### config.mk
export PLATFORM = sky130hd
export DESIGN_NAME = ttsa_ctrl
export DESIGN_NICKNAME = d
export VERILOG_FILES = /design/src/rtl/assert_macros.svh /design/src/rtl/ttsa_pkg.sv /design/src/rtl/ttsa_ctrl.sv
export SDC_FILE = /design/constraint.sdc
export NUM_CORES = 1
export LEC_CHECK = 0
export ABC_AREA = 1
export BUFFER_PORTS_ARGS = -buffer_cell sky130_fd_sc_hd__buf_2
export CAP_MARGIN = 15
export CORE_MARGIN = 5
export CORE_UTILIZATION = 35
export CTS_BUF_LIST = sky130_fd_sc_hd__clkbuf_16
export DETAILED_ROUTE_END_ITERATION = 16
export GPL_TIMING_DRIVEN = 0
export PLACE_DENSITY = 0.61
export SKIP_CTS_REPAIR_TIMING = 1
export SLEW_MARGIN = 25
export SYNTH_ARGS = -nofsm -noshare
export SYNTH_HDL_FRONTEND = slang
export SYNTH_SLANG_ARGS = --single-unit
### constraint.sdc
create_clock -name clk -period 1.7 [get_ports clk]
set_input_delay 0.17 -clock clk [delete_from_list [all_inputs] [get_ports clk]]
set_output_delay 0.17 -clock clk [all_outputs]
set_load 0.03 [all_outputs]
### src/rtl/assert_macros.svh
// Assertion macros used by the RTL file that checks itself.
// No dependencies; define NO_ASSERTIONS to compile the checks out.
`ifndef ASSERT_MACROS_SVH
`define ASSERT_MACROS_SVH
`ifndef NO_ASSERTIONS
// expr must hold at every clock edge out of reset
`define ASSERT_AT(lbl, clk, rst_n, expr) \
  lbl: assert property (@(posedge clk) disable iff (!rst_n) (expr)) \
    else $error("assertion failed");
// cons must hold in the cycle after ante
`define ASSERT_NEXT(lbl, clk, rst_n, ante, cons) \
  lbl: assert property (@(posedge clk) disable iff (!rst_n) (ante) |=> (cons)) \
    else $error("assertion failed");
`else
`define ASSERT_AT(lbl, clk, rst_n, expr)
`define ASSERT_NEXT(lbl, clk, rst_n, ante, cons)
`endif
`endif

### src/rtl/ttsa_pkg.sv
// Shared types, widths and codes for the trip time statistics block.
// No dependencies.
`default_nettype none
package ttsa_pkg;

  localparam int NODE_COUNT = 128;
  localparam int NODE_AW    = (NODE_COUNT > 1) ? $clog2(NODE_COUNT) : 1;

  localparam int CMD_W  = 2;
  localparam int NODE_W = 7;
  localparam int TIME_W = 16;
  localparam int SUM_W  = 32;
  localparam int CNT_W  = 16;
  localparam int CFG_IW = 2;
  localparam int CFG_DW = 16;

  localparam logic [CMD_W-1:0] CMD_CLEAR = 2'd0;
  localparam logic [CMD_W-1:0] CMD_START = 2'd1;
  localparam logic [CMD_W-1:0] CMD_POINT = 2'd2;
  localparam logic [CMD_W-1:0] CMD_READ  = 2'd3;

  localparam logic [CFG_IW-1:0] REG_QUERY_NODE    = 2'd0;
  localparam logic [CFG_IW-1:0] REG_QUERY_TIME    = 2'd1;
  localparam logic [CFG_IW-1:0] REG_START_SLACK   = 2'd2;
  localparam logic [CFG_IW-1:0] REG_TRAVEL_WINDOW = 2'd3;

  localparam logic [SUM_W-1:0] SUM_MAX = {SUM_W{1'b1}};
  localparam logic [CNT_W-1:0] CNT_MAX = {CNT_W{1'b1}};

  typedef struct packed {
    logic [SUM_W-1:0]  time_sum;
    logic [CNT_W-1:0]  trip_count;
    logic [TIME_W-1:0] time_min;
    logic [TIME_W-1:0] time_max;
  } entry_t;

  localparam int ENTRY_W = $bits(entry_t);

  // controller -> datapath commands
  typedef struct packed {
    logic ram_rd;      // read table entry of in node, capture operands
    logic do_clear;    // drop all used bits
    logic load_start;  // latch trip start time
    logic do_update;   // write merged entry back
    logic load_out;    // load result register
  } ctl_t;

  // datapath -> controller status
  typedef struct packed {
    logic start_ok;
    logic travel_ok;
    logic in_range;
  } stat_t;

endpackage
`default_nettype wire

### src/rtl/ttsa_ctrl.sv
// Controller: trip/scan flags and the sequencing state machine.
// Depends on ttsa_pkg; drives ctl_t into the datapath.
`default_nettype none
module ttsa_ctrl import ttsa_pkg::*; (
  input  wire logic             clk,
  input  wire logic             rst_n,
  input  wire logic             in_valid,
  output      logic             in_ready,
  input  wire logic [CMD_W-1:0] in_command,
  output      logic             out_valid,
  input  wire logic             out_ready,
  input  wire stat_t            stat,
  output      ctl_t             ctl
);
  localparam logic [1:0] S_IDLE  = 2'd0;
  localparam logic [1:0] S_UPD   = 2'd1;
  localparam logic [1:0] S_RDOUT = 2'd2;

  logic [1:0] state_r, state_nxt;
  logic active_r, active_nxt;
  logic dest_r, dest_nxt;
  logic fin_r, fin_nxt;
  logic out_valid_r, out_valid_nxt;
  logic take;
  logic out_free;

  assign in_ready = (state_r == S_IDLE);
  assign take     = in_valid && in_ready;
  assign out_free = !out_valid_r || out_ready;

  always_comb begin
    state_nxt     = state_r;
    active_nxt    = active_r;
    dest_nxt      = dest_r;
    fin_nxt       = fin_r;
    out_valid_nxt = out_valid_r && !out_ready;
    ctl           = '0;
    unique case (state_r)
      S_IDLE: begin
        if (take) begin
          unique case (in_command)
            CMD_CLEAR: begin
              ctl.do_clear = 1'b1;
              active_nxt   = 1'b0;
              dest_nxt     = 1'b0;
              fin_nxt      = 1'b0;
            end
            CMD_START: begin
              if (!fin_r) begin
                if (stat.start_ok) begin
                  ctl.load_start = 1'b1;
                  active_nxt     = 1'b1;
                  dest_nxt       = 1'b1;
                end else begin
                  active_nxt = 1'b0;
                  dest_nxt   = 1'b0;
                  fin_nxt    = 1'b1;
                end
              end
            end
            CMD_POINT: begin
              if (active_r) begin
                if (!dest_r) begin
                  dest_nxt = 1'b1;
                end else if (stat.travel_ok) begin
                  dest_nxt = 1'b0;
                  if (stat.in_range) begin
                    ctl.ram_rd = 1'b1;
                    state_nxt  = S_UPD;
                  end
                end else begin
                  active_nxt = 1'b0;
                  dest_nxt   = 1'b0;
                end
              end
            end
            CMD_READ: begin
              ctl.ram_rd = 1'b1;
              state_nxt  = S_RDOUT;
            end
            default: ;
          endcase
        end
      end
      S_UPD: begin
        ctl.do_update = 1'b1;
        state_nxt     = S_IDLE;
      end
      S_RDOUT: begin
        if (out_free) begin
          ctl.load_out  = 1'b1;
          out_valid_nxt = 1'b1;
          state_nxt     = S_IDLE;
        end
      end
      default: state_nxt = S_IDLE;
    endcase
  end

  always_ff @(posedge clk) begin
    if (!rst_n) begin
      state_r     <= S_IDLE;
      active_r    <= 1'b0;
      dest_r      <= 1'b0;
      fin_r       <= 1'b0;
      out_valid_r <= 1'b0;
    end else begin
      state_r     <= state_nxt;
      active_r    <= active_nxt;
      dest_r      <= dest_nxt;
      fin_r       <= fin_nxt;
      out_valid_r <= out_valid_nxt;
    end
  end

  assign out_valid = out_valid_r;
endmodule
`default_nettype wire

==> impl_results.md <==
* Outcome: complete, no violations
* Clk buf depth at 2
* Post-Route Utilization at 0.494
* CP peak stage delay at 0.35 ns
* Die Wd at 46.2 um
* Num CTS Buffers at 3
* Initial core utilization at 0.361
* Beginning of the critical path: state_r[0]$_SDFFE_PN0P_
* Final hold slack at 0.217 ns
* Power per Cell Area at 1000 nW/um^2
* Clock share of power at 0.598
* Max cap viols at 0
* GR Overflow Total at 0
* Sw frac at 0.228
* ANT cells at 0
* Fin area at 627 sq um
* Largest net degree at the start of global routing at 7
* Tmin final at 1.40 ns
* Routed wire length per instance at 9.16 um
* DR vias/cell at 4.61
* Most frequent cells in the layout: 16 x inv_1, 15 x buf_2, 12 x nand2_1
* First-pass GRT wire length at 1700 um
* Post-DRT Antenna Nets at 0
* Register area at 120 sq um
* Reg power frac at 0.247
* Layout cells sized above 1 at 0.256
* R2r startpoint: state_r[0]$_SDFFE_PN0P_
* Crit path max-delay family: simple AND/OR/NAND/NOR gates
* Gate power share at 0.155
* TNS Setup at 0 ns
* HP Start: rst_n
* Die Height at 46.2 um
* Arr. time, crit path at 1.23 ns
* Slew Limit Fails at 0
* Routability cong. at 0.737
* Required time worst endpoint at 1.53 ns
* FILL cells at 134
* Lkg Pwr at 0.333 nW
* Yosys Warn Count at 0
* Number of buffers and inverters on the critical path at 1
* Multi-input logic area at 274 sq um
* Vias in the first global route at 429
* Setup violators final at 0
* Clock slew at reported path FFs at 0.03 ns
* Setup crit end kind: output pin
* R2R setup slack at 0.58 ns
* Initial antenna violation count at 0
* Area Overhead vs Synth at 36.9%
* Achievable Freq at 713 MHz
* DIE AREA at 2130 sq um
* Site Rows at 13
* Slowest cell on crit path: dfxtp_1
* Clk root buf: clkbuf_16
* Yosys reg bits at 6
* GRT Resource Usage Total at 0.113
* Xor-xnor portion of the synthesized cell area at 0
* P_sw at 143 uW
* Final HPWL DP at 783 um
* Critical Path, Cell by Cell: nor2_4 -> nand2_4 -> nor3_1 -> buf_2
* H-tree levels at 1
* Avg Inst Size Synth at 6.36 sq um
* Slew headroom at 0.776
* Cell internal pwr at 486 uW
* RSZ-0062 raised after global routing: false
* Crit Path Max Fanout at 6
* Initial drt markers at 3
* Post-Synthesis Cells at 72
* I/O pins at 16
* Simple-gate area share of the yosys netlist at 0.355
* Leading cell type in the layout, fill and taps excluded: inv_1
* Final nets at 105
* Final count of hold timing violations at 0
* Setup CP Type: reg2out
* Synth Area in Compound Gates at 0.134
* Maximum vdd drop at 0.000509 V
* Total power at 629 uW
* Main combinational cell family by area after synthesis: simple AND/OR/NAND/NOR gates
* Clock Latency Late Sink at 0.23 ns
* Mux share of post-synthesis cell area at 0
* HP Class: in2reg
* Post-placement cell area at 552 sq um
* DR pass1 iterations at 2
* I/O Buffers at 15
* CP startpoint kind: register
* Final WL at 962 um
* Slew at the pin with the worst max-slew slack at 0.332 ns
* CTS Sinks at 6
* Syn nets at 85
* # DRC at 0
* Total core area at 1270 sq um
* Register area share after synthesis at 0.262
* CTS tree: done
* Mapped Area at 458 sq um
* Yosys cell types at 16
* Via count at 484
* Final period utilization at 0.825
* Worst-case clock skew at 0.00335 ns
* Adder-Cell Fraction of Synth Area at 0.109
[flip-flops by register name, summed over array words and instances, names as in the netlist]
name and cells:
state_r 2, dest_r 1, out_valid 1, fin_r 1, active_r 1
[metal layers]
metal / track usage / wire length [um]
met2: 0.190 / 478
met1: 0.120 / 410
met3: 0.0625 / 73
met5: 0 / 0
met4: 0.0341 / 0
[power by group through the flow]
stage	logic (mW)	registers (mW)	clock network [mW]
floorplan	0.0684	0.157	0
global placement	0.0971	0.157	0
detailed placement	0.0977	0.157	0
CTS	0.0987	0.156	0.383
global route	0.111	0.156	0.395
finish	0.0975	0.155	0.376
[worst register-to-register path: cells and delay by family (launching register included)]
family	cells	cell delay [ns]
simple gates	6	0.65
flops	1	0.35
[stage by stage]
step	instances	worst slack, ns
2_1_floorplan	72	0.115
3_3_place_gp	102	0.426
3_5_place_dp	102	0.415
4_1_cts	105	0.279
5_1_grt	105	0.200
6_report	105	0.298
[cells in the mapped netlist]
cell type	number	area, sq um
nand2_4	1	11.3
nor2_1	11	41.3
o21a_1	1	7.51
nand3_1	4	20.0
a21oi_1	5	25.0
o21ai_0	2	10.0
o21ai_1	2	10.0
inv_1	16	60.1
nor2_4	2	22.5
nand4_1	2	12.5
nor3_1	2	10.0
nand2_1	12	45.0
dfxtp_1	6	120
ha_1	4	50.1
o21ai_2	1	8.76
inv_2	1	3.75
[layout make-up]
type                    count  share of cell area
clock buffers               3               0.120
flip-flops and latches      6               0.192
well taps                  15              0.0299
multi-input cells          49               0.437
inverters                  17               0.102
repair buffers             15               0.120
[kinds of logic after synthesis]
logic type / count (synthesis)
adders and majority gates: 4
AOI/OAI and AO/OA: 11
DFF: 6
buffers and inverters: 17
and+or+nand+nor: 34
[final timing paths]
check / to / cells past startpoint
max: ctl[2] / 4
min: active_r$_SDFFE_PN0P_ / 3
max reg2reg: dest_r$_SDFFE_PN0P_ / 6
min reg2reg: fin_r$_SDFFE_PN0P_ / 2
No activity file was read; power rests on OpenSTA's default activity.
